### config.mk
export PLATFORM = sky130hd
export DESIGN_NAME = hash_table_with_overflow_area
export DESIGN_NICKNAME = d
export VERILOG_FILES = /design/src/sv/hto_pkg.sv /design/src/sv/hto_ram.sv /design/src/sv/hash_table_with_overflow_area.sv
export SDC_FILE = /design/constraint.sdc
export NUM_CORES = 2
export LEC_CHECK = 0
export BUFFER_PORTS_ARGS = -buffer_cell sky130_fd_sc_hd__buf_2
export CORE_MARGIN = 2
export CORE_UTILIZATION = 25
export DETAILED_ROUTE_END_ITERATION = 7
export PLACE_DENSITY_LB_ADDON = 0.3
export SYNTH_ARGS = -nofsm -noshare
export SYNTH_HDL_FRONTEND = slang
export SYNTH_HIERARCHICAL = 1
export SYNTH_SLANG_ARGS = --single-unit
### constraint.sdc
create_clock -name clk -period 10.6 [get_ports clk]
set_clock_uncertainty 0.05 [all_clocks]
set_input_delay 0.53 -clock clk [delete_from_list [all_inputs] [get_ports clk]]
set_output_delay 0.53 -clock clk [all_outputs]
set_load 0.005 [all_outputs]
### src/sv/hto_pkg.sv
// Shared codes, field widths and modulo unit constants.
// Used by the top level and the checker; depends on nothing.
package hto_pkg;

    localparam int ITEM_W   = 31;
    localparam int OP_W     = 2;
    localparam int POS_W    = 7;
    localparam int STATUS_W = 3;
    localparam int TS_W     = 7;
    localparam int OS_W     = 5;

    localparam logic [OP_W-1:0] OP_INSERT     = 2'd0;
    localparam logic [OP_W-1:0] OP_REMOVE_POS = 2'd1;
    localparam logic [OP_W-1:0] OP_REMOVE_VAL = 2'd2;

    localparam logic [STATUS_W-1:0] ST_DONE     = 3'd0;
    localparam logic [STATUS_W-1:0] ST_FULL     = 3'd1;
    localparam logic [STATUS_W-1:0] ST_BADPOS   = 3'd2;
    localparam logic [STATUS_W-1:0] ST_EMPTY    = 3'd3;
    localparam logic [STATUS_W-1:0] ST_NOTFOUND = 3'd4;

    localparam logic [ITEM_W-1:0] NOTHING = 31'h7fffffff;

    localparam logic CFG_TABLE_SIZE    = 1'b0;
    localparam logic CFG_OVERFLOW_SIZE = 1'b1;

    localparam int MOD_STEPS = 4;
    localparam int MOD_ITER  = (ITEM_W + MOD_STEPS - 1) / MOD_STEPS;
    localparam int MOD_PAD_W = MOD_ITER * MOD_STEPS;
    localparam int MOD_IT_W  = (MOD_ITER > 1) ? $clog2(MOD_ITER) : 1;

endpackage

### src/sv/hto_ram.sv
// Generic single-write, single-read RAM with registered read data.
// No dependencies.
module hto_ram #(
    parameter int WIDTH = 31,
    parameter int DEPTH = 80
) (
    input  logic                     clk,
    input  logic                     we,
    input  logic [$clog2(DEPTH)-1:0] waddr,
    input  logic [WIDTH-1:0]         wdata,
    input  logic [$clog2(DEPTH)-1:0] raddr,
    output logic [WIDTH-1:0]         rdata
);

    logic [WIDTH-1:0] mem [DEPTH];

    always_ff @(posedge clk)
    begin
        if (we)
        begin
            mem[waddr] <= wdata;
        end
        rdata <= mem[raddr];
    end

endmodule

### src/sv/hash_table_with_overflow_area.sv
// Hash table with home slots and a packed overflow area, one RAM for values.
// Depends on hto_pkg and hto_ram.
//
// channel   dir  handshake               payload
// in        in   in_valid / in_stall     operation, item_value, slot_position
// out       out  out_valid / out_stall   status, position, removed_value
// cfg       in   cfg_valid / cfg_ready   cfg_index, cfg_data
//
// One item at a time. A hash runs in the 4-bit-per-cycle modulo unit.
// Removing a home entry scans the overflow area for a refill, with one value-RAM
// read and one modulo per overflow entry scanned.
// Reset clears control state, occupancy bits and the overflow count; no RAM pass.
// A finished result waits in the output register while the next item is taken.
module hash_table_with_overflow_area #(
    parameter int HOME_SLOTS     = 64,
    parameter int OVERFLOW_SLOTS = 16
) (
    input  logic                          clk,
    input  logic                          rst_n,
    input  logic                          in_valid,
    output logic                          in_stall,
    input  logic [hto_pkg::OP_W-1:0]      operation,
    input  logic [hto_pkg::ITEM_W-1:0]    item_value,
    input  logic [hto_pkg::POS_W-1:0]     slot_position,
    output logic                          out_valid,
    input  logic                          out_stall,
    output logic [hto_pkg::STATUS_W-1:0]  status,
    output logic [hto_pkg::POS_W-1:0]     position,
    output logic [hto_pkg::ITEM_W-1:0]    removed_value,
    input  logic                          cfg_valid,
    output logic                          cfg_ready,
    input  logic                          cfg_index,
    input  logic [hto_pkg::TS_W-1:0]      cfg_data
);

    localparam int TOTAL = HOME_SLOTS + OVERFLOW_SLOTS;
    localparam int IW    = $clog2(TOTAL);
    localparam int SW    = $clog2(TOTAL + 1);
    localparam int HW    = $clog2(HOME_SLOTS + 1);
    localparam int OW    = $clog2(OVERFLOW_SLOTS + 1);
    localparam int CW    = (SW > hto_pkg::POS_W) ? SW : hto_pkg::POS_W;

    typedef enum logic [3:0] {
        S_IDLE, S_MOD, S_HASHED, S_CHKHOME, S_SEARCH, S_SEARCH_CHK, S_POS,
        S_POS_HOME, S_POS_OVF, S_FH_RD, S_FH_LOAD, S_FH_CHK, S_DROP, S_DROP_WR,
        S_FINISH
    } state_t;

    state_t                         state_reg, state_next;
    state_t                         ret_reg, ret_next;
    logic [hto_pkg::TS_W-1:0]       table_size_reg;
    logic [hto_pkg::OS_W-1:0]       overflow_size_reg;
    logic [OW-1:0]                  count_reg, count_next;
    logic [TOTAL-1:0]               occ_reg, occ_next;
    logic [hto_pkg::OP_W-1:0]       op_reg, op_next;
    logic [hto_pkg::ITEM_W-1:0]     item_reg, item_next;
    logic [hto_pkg::POS_W-1:0]      pos_reg, pos_next;
    logic [HW-1:0]                  hs_reg, hs_next;
    logic [OW-1:0]                  os_reg, os_next;
    logic [OW-1:0]                  cnt_reg, cnt_next;
    logic [IW-1:0]                  h_reg, h_next;
    logic [OW-1:0]                  idx_reg, idx_next;
    logic [hto_pkg::ITEM_W-1:0]     val_reg, val_next;
    logic [hto_pkg::MOD_PAD_W-1:0]  num_reg, num_next;
    logic [HW-1:0]                  rem_reg, rem_next;
    logic [hto_pkg::MOD_IT_W-1:0]   iter_reg, iter_next;
    logic [hto_pkg::STATUS_W-1:0]   res_status_reg, res_status_next;
    logic [IW-1:0]                  res_where_reg, res_where_next;
    logic [hto_pkg::ITEM_W-1:0]     res_removed_reg, res_removed_next;
    logic                           out_valid_reg, out_valid_next;
    logic [hto_pkg::STATUS_W-1:0]   status_reg, status_next;
    logic [hto_pkg::POS_W-1:0]      position_reg, position_next;
    logic [hto_pkg::ITEM_W-1:0]     removed_reg, removed_next;

    logic                           ram_we;
    logic [IW-1:0]                  ram_waddr;
    logic [hto_pkg::ITEM_W-1:0]     ram_wdata;
    logic [IW-1:0]                  ram_raddr;
    logic [hto_pkg::ITEM_W-1:0]     ram_rdata;

    logic [HW-1:0]                  hs_eff;
    logic [OW-1:0]                  os_eff;
    logic [OW-1:0]                  cnt_eff;
    logic [IW-1:0]                  ovf_addr;
    logic [IW-1:0]                  app_addr;
    logic [IW-1:0]                  last_addr;
    logic [HW:0]                    mod_r;
    logic [hto_pkg::MOD_PAD_W-1:0]  mod_n;

    hto_ram #(
        .WIDTH (hto_pkg::ITEM_W),
        .DEPTH (TOTAL)
    ) u_ram (
        .clk   (clk),
        .we    (ram_we),
        .waddr (ram_waddr),
        .wdata (ram_wdata),
        .raddr (ram_raddr),
        .rdata (ram_rdata)
    );

    assign in_stall      = (state_reg != S_IDLE);
    assign cfg_ready     = 1'b1;
    assign out_valid     = out_valid_reg;
    assign status        = status_reg;
    assign position      = position_reg;
    assign removed_value = removed_reg;

    always_comb
    begin
        if (table_size_reg == '0)
        begin
            hs_eff = HW'(1);
        end
        else if (int'(table_size_reg) > HOME_SLOTS)
        begin
            hs_eff = HW'(HOME_SLOTS);
        end
        else
        begin
            hs_eff = HW'(table_size_reg);
        end
        if (int'(overflow_size_reg) > OVERFLOW_SLOTS)
        begin
            os_eff = OW'(OVERFLOW_SLOTS);
        end
        else
        begin
            os_eff = OW'(overflow_size_reg);
        end
        cnt_eff = (count_reg > os_eff) ? os_eff : count_reg;
    end

    assign ovf_addr  = IW'(SW'(hs_reg) + SW'(idx_reg));
    assign app_addr  = IW'(SW'(hs_reg) + SW'(cnt_reg));
    assign last_addr = IW'(SW'(hs_reg) + SW'(cnt_reg) - SW'(1));

    always_comb
    begin
        mod_r = {1'b0, rem_reg};
        mod_n = num_reg;
        for (int k = 0; k < hto_pkg::MOD_STEPS; k++)
        begin
            mod_r = {mod_r[HW-1:0], mod_n[hto_pkg::MOD_PAD_W-1]};
            mod_n = mod_n << 1;
            if (mod_r >= {1'b0, hs_reg})
            begin
                mod_r = mod_r - {1'b0, hs_reg};
            end
        end
    end

    always_comb
    begin
        state_next       = state_reg;
        ret_next         = ret_reg;
        count_next       = count_reg;
        occ_next         = occ_reg;
        op_next          = op_reg;
        item_next        = item_reg;
        pos_next         = pos_reg;
        hs_next          = hs_reg;
        os_next          = os_reg;
        cnt_next         = cnt_reg;
        h_next           = h_reg;
        idx_next         = idx_reg;
        val_next         = val_reg;
        num_next         = num_reg;
        rem_next         = rem_reg;
        iter_next        = iter_reg;
        res_status_next  = res_status_reg;
        res_where_next   = res_where_reg;
        res_removed_next = res_removed_reg;
        out_valid_next   = out_valid_reg && out_stall;
        status_next      = status_reg;
        position_next    = position_reg;
        removed_next     = removed_reg;
        ram_we           = 1'b0;
        ram_waddr        = h_reg;
        ram_wdata        = item_reg;
        ram_raddr        = h_reg;

        unique case (state_reg)
            S_IDLE:
            begin
                if (in_valid)
                begin
                    op_next          = operation;
                    item_next        = item_value;
                    pos_next         = slot_position;
                    hs_next          = hs_eff;
                    os_next          = os_eff;
                    cnt_next         = cnt_eff;
                    res_status_next  = hto_pkg::ST_BADPOS;
                    res_where_next   = '0;
                    res_removed_next = hto_pkg::NOTHING;
                    num_next         = hto_pkg::MOD_PAD_W'(item_value);
                    rem_next         = '0;
                    iter_next        = '0;
                    ret_next         = S_HASHED;
                    unique case (operation)
                        hto_pkg::OP_INSERT,
                        hto_pkg::OP_REMOVE_VAL: state_next = S_MOD;
                        hto_pkg::OP_REMOVE_POS: state_next = S_POS;
                        default:                state_next = S_FINISH;
                    endcase
                end
            end

            S_MOD:
            begin
                num_next  = mod_n;
                rem_next  = HW'(mod_r);
                iter_next = iter_reg + 1'b1;
                if (int'(iter_reg) == hto_pkg::MOD_ITER - 1)
                begin
                    state_next = ret_reg;
                end
            end

            S_HASHED:
            begin
                h_next = IW'(rem_reg);
                if (op_reg == hto_pkg::OP_INSERT)
                begin
                    state_next = S_FINISH;
                    if (!occ_reg[IW'(rem_reg)])
                    begin
                        ram_we                    = 1'b1;
                        ram_waddr                 = IW'(rem_reg);
                        occ_next[IW'(rem_reg)]    = 1'b1;
                        res_status_next           = hto_pkg::ST_DONE;
                        res_where_next            = IW'(rem_reg);
                    end
                    else if (cnt_reg < os_reg)
                    begin
                        ram_we             = 1'b1;
                        ram_waddr          = app_addr;
                        occ_next[app_addr] = 1'b1;
                        count_next         = cnt_reg + 1'b1;
                        res_status_next    = hto_pkg::ST_DONE;
                        res_where_next     = app_addr;
                    end
                    else
                    begin
                        res_status_next = hto_pkg::ST_FULL;
                    end
                end
                else
                begin
                    res_status_next = hto_pkg::ST_NOTFOUND;
                    idx_next        = '0;
                    if (occ_reg[IW'(rem_reg)])
                    begin
                        ram_raddr  = IW'(rem_reg);
                        state_next = S_CHKHOME;
                    end
                    else
                    begin
                        state_next = S_SEARCH;
                    end
                end
            end

            S_CHKHOME:
            begin
                if (ram_rdata == item_reg)
                begin
                    res_status_next = hto_pkg::ST_DONE;
                    res_where_next  = h_reg;
                    state_next      = S_FH_RD;
                end
                else
                begin
                    state_next = S_SEARCH;
                end
            end

            S_SEARCH:
            begin
                ram_raddr = ovf_addr;
                if (idx_reg < cnt_reg)
                begin
                    state_next = S_SEARCH_CHK;
                end
                else
                begin
                    state_next = S_FINISH;
                end
            end

            S_SEARCH_CHK:
            begin
                if (ram_rdata == item_reg)
                begin
                    res_status_next = hto_pkg::ST_DONE;
                    res_where_next  = ovf_addr;
                    state_next      = S_DROP;
                end
                else
                begin
                    idx_next   = idx_reg + 1'b1;
                    state_next = S_SEARCH;
                end
            end

            S_POS:
            begin
                ram_raddr = IW'(pos_reg);
                h_next    = IW'(pos_reg);
                idx_next  = OW'(CW'(pos_reg) - CW'(hs_reg));
                if (CW'(pos_reg) >= CW'(hs_reg) + CW'(os_reg))
                begin
                    state_next = S_FINISH;
                end
                else if (CW'(pos_reg) < CW'(hs_reg))
                begin
                    if (occ_reg[IW'(pos_reg)])
                    begin
                        state_next = S_POS_HOME;
                    end
                    else
                    begin
                        res_status_next = hto_pkg::ST_EMPTY;
                        state_next      = S_FINISH;
                    end
                end
                else if (CW'(pos_reg) - CW'(hs_reg) < CW'(cnt_reg))
                begin
                    state_next = S_POS_OVF;
                end
                else
                begin
                    res_status_next = hto_pkg::ST_EMPTY;
                    state_next      = S_FINISH;
                end
            end

            S_POS_HOME:
            begin
                res_removed_next = ram_rdata;
                res_status_next  = hto_pkg::ST_DONE;
                res_where_next   = h_reg;
                idx_next         = '0;
                state_next       = S_FH_RD;
            end

            S_POS_OVF:
            begin
                res_removed_next = ram_rdata;
                res_status_next  = hto_pkg::ST_DONE;
                res_where_next   = h_reg;
                state_next       = S_DROP;
            end

            S_FH_RD:
            begin
                ram_raddr = ovf_addr;
                if (idx_reg < cnt_reg)
                begin
                    state_next = S_FH_LOAD;
                end
                else
                begin
                    occ_next[h_reg] = 1'b0;
                    state_next      = S_FINISH;
                end
            end

            S_FH_LOAD:
            begin
                val_next   = ram_rdata;
                num_next   = hto_pkg::MOD_PAD_W'(ram_rdata);
                rem_next   = '0;
                iter_next  = '0;
                ret_next   = S_FH_CHK;
                state_next = S_MOD;
            end

            S_FH_CHK:
            begin
                if (IW'(rem_reg) == h_reg)
                begin
                    ram_we     = 1'b1;
                    ram_waddr  = h_reg;
                    ram_wdata  = val_reg;
                    state_next = S_DROP;
                end
                else
                begin
                    idx_next   = idx_reg + 1'b1;
                    state_next = S_FH_RD;
                end
            end

            S_DROP:
            begin
                ram_raddr           = last_addr;
                occ_next[last_addr] = 1'b0;
                count_next          = cnt_reg - 1'b1;
                cnt_next            = cnt_reg - 1'b1;
                state_next          = S_DROP_WR;
            end

            S_DROP_WR:
            begin
                ram_we     = 1'b1;
                ram_waddr  = ovf_addr;
                ram_wdata  = ram_rdata;
                state_next = S_FINISH;
            end

            S_FINISH:
            begin
                if (!out_valid_reg || !out_stall)
                begin
                    out_valid_next = 1'b1;
                    status_next    = res_status_reg;
                    position_next  = hto_pkg::POS_W'(res_where_reg);
                    removed_next   = res_removed_reg;
                    state_next     = S_IDLE;
                end
            end

            default:
            begin
                state_next = S_IDLE;
            end
        endcase
    end

    always_ff @(posedge clk or negedge rst_n)
    begin
        if (!rst_n)
        begin
            state_reg         <= S_IDLE;
            ret_reg           <= S_HASHED;
            table_size_reg    <= hto_pkg::TS_W'(64);
            overflow_size_reg <= hto_pkg::OS_W'(16);
            count_reg         <= '0;
            occ_reg           <= '0;
            out_valid_reg     <= 1'b0;
        end
        else
        begin
            state_reg     <= state_next;
            ret_reg       <= ret_next;
            count_reg     <= count_next;
            occ_reg       <= occ_next;
            out_valid_reg <= out_valid_next;
            if (cfg_valid)
            begin
                if (cfg_index == hto_pkg::CFG_TABLE_SIZE)
                begin
                    table_size_reg <= cfg_data;
                end
                else
                begin
                    overflow_size_reg <= cfg_data[hto_pkg::OS_W-1:0];
                end
            end
        end
    end

    always_ff @(posedge clk)
    begin
        op_reg          <= op_next;
        item_reg        <= item_next;
        pos_reg         <= pos_next;
        hs_reg          <= hs_next;
        os_reg          <= os_next;
        cnt_reg         <= cnt_next;
        h_reg           <= h_next;
        idx_reg         <= idx_next;
        val_reg         <= val_next;
        num_reg         <= num_next;
        rem_reg         <= rem_next;
        iter_reg        <= iter_next;
        res_status_reg  <= res_status_next;
        res_where_reg   <= res_where_next;
        res_removed_reg <= res_removed_next;
        status_reg      <= status_next;
        position_reg    <= position_next;
        removed_reg     <= removed_next;
    end

endmodule

# ---- Yosys cells after proc, flatten, opt, wreduce, memory -nomap -nowiden
# Memories as Yosys holds them, arrays and structs flattened. A register that Yosys moved wholly into a read port is not among the register bits.
# Cells that the tools add are included.
# W data, S select, Z words.
dict set report op_classes {
  add_sub_neg 13
  magnitude_cmp 21
  n_eq_ne 36
  n_mux 95
  n_bitwise 7
  n_reduce_logical 42
}
# operator count
set op_table {}
lappend op_table {{$mux W80} 4}
lappend op_table {{$pmux W80 S3} 1}
lappend op_table {{$and A80 B80 Y80} 2}
lappend op_table {{$not A80 Y80} 2}
lappend op_table {{$or A80 B80 Y80} 2}
lappend op_table {{$pmux W31 S2} 2}
lappend op_table {{$mux W7} 16}
lappend op_table {{$pmux W32 S3} 1}
lappend op_table {{$mux W31} 2}
lappend op_table {{$pmux W4 S15} 1}
lappend op_table {{$mux W5} 9}
lappend op_table {{$mux W4} 11}
lappend op_table {{$lt A7 B8 Y1 const B} 5}
lappend op_table {{$mux W3} 12}
lappend op_table {{$pmux W7 S5} 1}
lappend op_table {{$sub A7 B7 Y7} 5}
lappend op_table {{$ge A8 B7 Y1} 4}
lappend op_table {{$mux W32} 1}
lappend op_table {{$eq A31 B31 Y1} 1}
lappend op_table {{$demux W1 S7} 4}
lappend op_table {{$eq A4 B4 Y1 const B} 7}
lappend op_table {{$ge A7 B1 Y1 const B} 4}
lappend op_table {{$pmux W7 S2} 2}
lappend op_table {{$pmux W7 S4} 1}
lappend op_table {{47 further kinds} 114}
dict set report word_totals {
  regBits 330
  ram_bits 2480
  wordCells 241
  mem_count 1
}
# memory words word_bits rd rd_clocked_by_memory_dff wr line_no
set mem_list {}
lappend mem_list {u_ram.mem 80 31 1 1 1 hto_ram.sv:15} ;# logic [WIDTH-1:0] mem [DEPTH];

# ---- Depth between registers and ports, before layout
dict set report logic_depth {
  ltp_word 10
  mapped_depth 34
}

# ---- Modules after synthesis
# The synthesis kept the hierarchy.
# module n_inst cells_each area_each_um2 seq_area_each_um2
set modules_own_cells {}
lappend modules_own_cells {hto_ram 1 4091 95267.6 75092.0}
lappend modules_own_cells {hash_table_with_overflow_area 1 2175 21525.6 9306.4}

# ---- Worst setup path before layout
# Ideal clock, no wire load.
dict set report synth_path {
  path_type {register to register}
  start {reg hs_reg[1]}
  end {reg rem_reg[0] (data pin)}
  setup_ps 260
  arrival_ps 7696
  setup_slack_ps 2594
  stages_incl_launch_ff 31
  path_buffers 2
  cell_sequence {edfxtp_1 > inv_1 > fa_1 > a211oi_1 > o21ai_0 > a21oi_2 > mux2_2 > fa_1 > nand2b_1 > a21oi_1 > o22a_1 > a221o_1 > clkbuf_1 > mux2_2 > fa_1 > nor2b_1 > o21ai_0 > or2_2 > a41oi_1 > o21ai_0 > o21a_1 > fa_1 > a21o_1 > a21oi_1 > o21bai_1 > a21oi_1 > o21ai_0 > a21oi_1 > o211a_1 > buf_2 > mux2_2}
}
dict set report synth_between {
  elab_chain_len 9
  word_cells_on_any_way 12
  cone_classes {3 x add/sub; 4 x order compare; 5 x mux}
}
# element line_no
set synth_rtl {}
lappend synth_rtl {{start: declaration} hash_table_with_overflow_area.sv:58} ;# logic [HW-1:0] hs_reg, hs_next;
lappend synth_rtl {{start signal: assignment} hash_table_with_overflow_area.sv:470} ;# hs_reg <= hs_next;
lappend synth_rtl {{$sub A7 B7 Y7 or $ge A8 B7 Y1 (tied branches)} {hash_table_with_overflow_area.sv:148, hash_table_with_overflow_area.sv:146}}
lappend synth_rtl {{$mux W7} hash_table_with_overflow_area.sv:146} ;# if (mod_r >= {1'b0, hs_reg})
lappend synth_rtl {{$sub A7 B7 Y7 or $ge A8 B7 Y1 (tied branches)} {hash_table_with_overflow_area.sv:148, hash_table_with_overflow_area.sv:146}}
lappend synth_rtl {{$mux W7} hash_table_with_overflow_area.sv:146}
lappend synth_rtl {{$sub A7 B7 Y7 or $ge A8 B7 Y1 (tied branches)} {hash_table_with_overflow_area.sv:148, hash_table_with_overflow_area.sv:146}}
lappend synth_rtl {{$mux W7} hash_table_with_overflow_area.sv:146}
lappend synth_rtl {{$ge A8 B7 Y1 *} hash_table_with_overflow_area.sv:146}
lappend synth_rtl {{$mux W7 *} hash_table_with_overflow_area.sv:146}
lappend synth_rtl {{$pmux W7 S3 *} hash_table_with_overflow_area.sv:183} ;# unique case (state_reg)
lappend synth_rtl {{end signal: assignment} hash_table_with_overflow_area.sv:477} ;# rem_reg <= rem_next;
lappend synth_rtl {{end: declaration} hash_table_with_overflow_area.sv:65} ;# logic [HW-1:0] rem_reg, rem_next;
# Mark *: on every way between the ends. The rest lies on a longest branch, timed or not.
# A chain may end at the register's enable or synchronous reset.

# ---- Worst setup path after layout
dict set report layout_path {
  start {reg hs_reg[5]}
  end {reg rem_reg[0] (data pin)}
}
dict set report layout_between {
  elab_chain_len 9
  word_cells_on_any_way 12
  cone_classes {3 x add/sub; 4 x order compare; 5 x mux}
}
# element line_no
set layout_rtl {}
lappend layout_rtl {{$sub A7 B7 Y7 or $ge A8 B7 Y1 (tied branches)} {hash_table_with_overflow_area.sv:148, hash_table_with_overflow_area.sv:146}}
lappend layout_rtl {{$mux W7} hash_table_with_overflow_area.sv:146}
lappend layout_rtl {{$sub A7 B7 Y7 or $ge A8 B7 Y1 (tied branches)} {hash_table_with_overflow_area.sv:148, hash_table_with_overflow_area.sv:146}}
lappend layout_rtl {{$mux W7} hash_table_with_overflow_area.sv:146}
lappend layout_rtl {{$ge A8 B7 Y1 or $sub A7 B7 Y7 (tied branches)} {hash_table_with_overflow_area.sv:146, hash_table_with_overflow_area.sv:148}}
lappend layout_rtl {{$mux W7} hash_table_with_overflow_area.sv:146}
lappend layout_rtl {{$ge A8 B7 Y1 *} hash_table_with_overflow_area.sv:146}
lappend layout_rtl {{$mux W7 *} hash_table_with_overflow_area.sv:146}
lappend layout_rtl {{$pmux W7 S3 *} hash_table_with_overflow_area.sv:183}
# Marks and branches as above.

==> PnR_summary.wiki <==
{| class="wikitable"
! Metric !! Value
|-
| Run status || finished with violations
|-
| Violations in the final reports || DRC
|-
| Largest net degree at the start of global routing || 101
|-
| Achievable Freq || 109 MHz
|-
| Clock sinks || 2838
|-
| Count of input and output buffers || 95
|-
| Maximum capacitance violations || 0
|-
| Data arrival time of the worst path || 9.79 ns
|-
| Post-CTS Setup Repair Bufs || 0
|-
| Asr flop ratio synth || 0.0363
|-
| Data required, critical path || 11.19 ns
|-
| Root cell of the clock tree || clkbuf_16
|-
| Yosys Warn Count || 6
|-
| Share of final-layout standard cells stronger than drive strength 1 || 0.242
|-
| Path depth of the worst reg2reg path || 28
|-
| Synth Area per Inst || 18.6 um^2
|-
| Hold violation total from the final report || 0
|-
| PD cells || 329 nW/um^2
|-
| Slew @ Worst Pin || 1.42 ns
|-
| Growth of design area from synthesis to finish || 16.8%
|-
| Kind of launch point of the worst setup path || register
|-
| Count of flip-flops with a built-in enable after synthesis || 2704
|-
| Via density per instance || 4.96
|-
| Final sum of negative setup slack || 0 ns
|-
| Classification of the worst-slack hold path || input pin to asynchronous set/reset pin
|-
| Cell variety after synth || 94
|-
| Total congestion overflow || 0
|-
| Wirelength, routed || 367000 um
|-
| Sort of element at the end of the critical path || register
|-
| Crit path kind || register to register
|-
| Number of I/O pins || 97
|-
| Area of the core region || 466000 um^2
|-
| Number of core rows || 251
|-
| CTS Buf Count || 313
|-
| Flop2flop setup slack || 1.39 ns
|-
| Die boundary height || 688 um
|-
| Number of detailed-routing iterations run before antenna repair || 8
|-
| Maximum fanout along the worst path || 9
|-
| Clock insertion delay at the later pin of the skew report || 0.91 ns
|-
| Reg2Reg Capture Point || rem_reg[0]
|-
| Vias in the first global route || 64900
|-
| Area occupied by multi-input gates || 31300 um^2
|-
| Setup slack at placement || 1.41 ns
|-
| Remaining max-slew budget at the tightest pin || 0.0472
|-
| Routed wire per std cell || 28.1 um
|-
| Number of flip-flops under the largest register name || 2480
|-
| Cell count after synthesis || 6266
|-
| Share of the yosys chip area belonging to registers || 0.723
|-
| Starting utilization of the core area || 0.250
|-
| Fill cells || 45700
|-
| Minimum clock period after layout || 9.21 ns
|-
| Clock tree from TritonCTS || done
|-
| Crit-path slowest cell || a41oi_1
|-
| Largest delay share family, worst path || compound AO/OA/AOI/OAI gates
|-
| Critical path's most frequent cell || a21oi_1
|-
| Dominant synthesized flop cell || edfxtp_1
|-
| Fin crit share || 0.868
|-
| Number of buffers inserted for hold repair after clock tree synthesis || 49
|-
| Post-synthesis instance area || 117000 um^2
|-
| RSZ-0062 raised after global routing || no
|-
| Routability congestion estimate from global placement || 0.850
|-
| Combined buffer and inverter count along the critical path || 1
|-
| Total routing usage reported by global routing || 0.151
|-
| H-tree levels || 5
|-
| Number of gates resized after CTS || 0
|-
| Clock transition at the register clock pins on the worst setup and hold paths after CTS || 0.07 ns
|-
| First-pass GRT wire length || 513000 um
|-
| Initial DRC Count || 7703
|-
| Post-layout nets || 6723
|-
| Leading cell type in the layout, fill and taps excluded || edfxtp_1
|-
| Delay contributed by the slowest stage of the critical path || 0.54 ns
|-
| Setup Viol. Count Final || 0
|-
| Maximum root-to-sink buffer count || 4
|-
| Static Leakage || 0.0426 uW
|-
| Sequential standard cell area || 84400 um^2
|-
| Number of antenna violations at the first check in global routing || 16
|-
| DPL Wire Length || 221000 um
|-
| Flop and latch count out of synthesis || 2838
|-
| Number of remaining DRC errors || 15
|-
| Post-Synthesis Net Count || 6407
|-
| Largest voltage drop on the vdd net || 0.000375 V
|-
| Post-route ant nets || 0
|-
| Via count of the routed design || 64700
|-
| Worst-case setup margin in the final layout || 1.39 ns
|-
| Launch point of the critical path || hs_reg[5]
|-
| Die width || 688 um
|-
| Origin of the critical flop-to-flop path || hs_reg[5]
|-
| Leading cell types in the layout, fill and taps excluded || edfxtp_1, mux4_2, clkbuf_16, nand2_1, mux2i_1
|-
| Area of the die || 473000 um^2
|-
| Max-slew violations || 0
|}
## metal layers
layer / global-route usage / wire length (um) / vias up / part of all wire
met5: 0 / 27 / - / 0.000074
met1: 0.211 / 160000 / 35000 / 0.44
met3: 0.0239 / 24400 / 576 / 0.067
li1: - / - / 26500 / -
met2: 0.243 / 172000 / 2651 / 0.47
met4: 0.0403 / 10600 / 4 / 0.029
## cells in the mapped netlist (10+ instances only)
cell type,instances,area share
nand4_1,20,0.0011
dfrtp_1,101,0.022
and3_1,12,0.00064
nor2_1,273,0.0088
nor4_1,17,0.00091
mux4_2,641,0.12
nor3b_1,10,0.00064
a21o_1,26,0.0017
o211ai_1,10,0.00064
clkbuf_1,194,0.0062
buf_4,21,0.0013
a311oi_1,16,0.0012
buf_1,32,0.0010
or3_1,14,0.00075
dfxtp_1,31,0.0053
o22ai_1,122,0.0065
buf_6,19,0.0018
a2111o_1,13,0.0013
mux2i_1,227,0.019
a22oi_1,96,0.0062
xor2_1,49,0.0037
o221ai_1,19,0.0014
inv_1,67,0.0022
a41oi_1,36,0.0027
o21ai_0,141,0.0060
o21ai_1,12,0.00051
a221oi_1,52,0.0039
a21oi_1,93,0.0040
nand2_1,279,0.0090
a221o_1,15,0.0013
ha_1,80,0.0086
o31ai_1,37,0.0024
nand3_1,93,0.0040
xnor2_1,32,0.0024
and2_1,12,0.00064
edfxtp_1,2704,0.70
a22o_1,22,0.0016
or2_2,13,0.00070
nor2b_1,58,0.0031
a211oi_1,60,0.0039
a31oi_1,23,0.0012
buf_2,101,0.0043
nor3_1,98,0.0042
mux2_2,77,0.0074
nand2b_1,70,0.0037
## through the flow
stage          power, uW  cell area [um^2]  hold WS [ns]  instances  utilization
2_1_floorplan      27000            117000         0.184       6266            -
5_1_grt            46700            136000         0.129      13000        0.293
3_3_place_gp       34700            126000         0.352      12400        0.270
6_report           44900            136000         0.115      13000        0.293
4_1_cts            45200            136000        0.0829      13000        0.293
3_5_place_dp       34700            126000         0.355      12400        0.270
## final cells by class
type / instances / share of cell area
antenna: 13 / 0.000238
clock inverter: 160 / 0.0102
tap: 6198 / 0.0568
clock buffer: 410 / 0.0617
timing repair buffer: 371 / 0.0208
sequential: 2838 / 0.619
inverter: 70 / 0.00193
multi-input combinational: 2988 / 0.230
## where the power goes
group          total, uW  leakage [uW]  internal [uW]  switching [uW]
Sequential         14000        0.0259          13500             528
Combinational      20400        0.0119           7560           12800
Clock              10500       0.00482           5980            4520
## how the worst max path moves through the flow
stage / to / slack, ns / depth (start not counted)
after floorplan: rem_reg[0] / 2.59 / 30
after global placement: rem_reg[4] / 1.25 / 30
after detailed placement: rem_reg[0] / 1.41 / 28
after CTS: rem_reg[0] / 1.38 / 28
after global routing: rem_reg[0] / 0.78 / 30
final: rem_reg[0] / 1.39 / 28
## kinds of logic after synthesis
kind of cell,Yosys count,synth area share
AOI/OAI and AO/OA,884,0.0537
xor gates and xnor gates,83,0.00641
adders and majority gates,88,0.00994
buffers and inverters,440,0.0172
DFF,2838,0.723
muxes,946,0.151
other,1,0.0000321
and+or+nand+nor,986,0.0394
(Power assumes the default switching activity.)
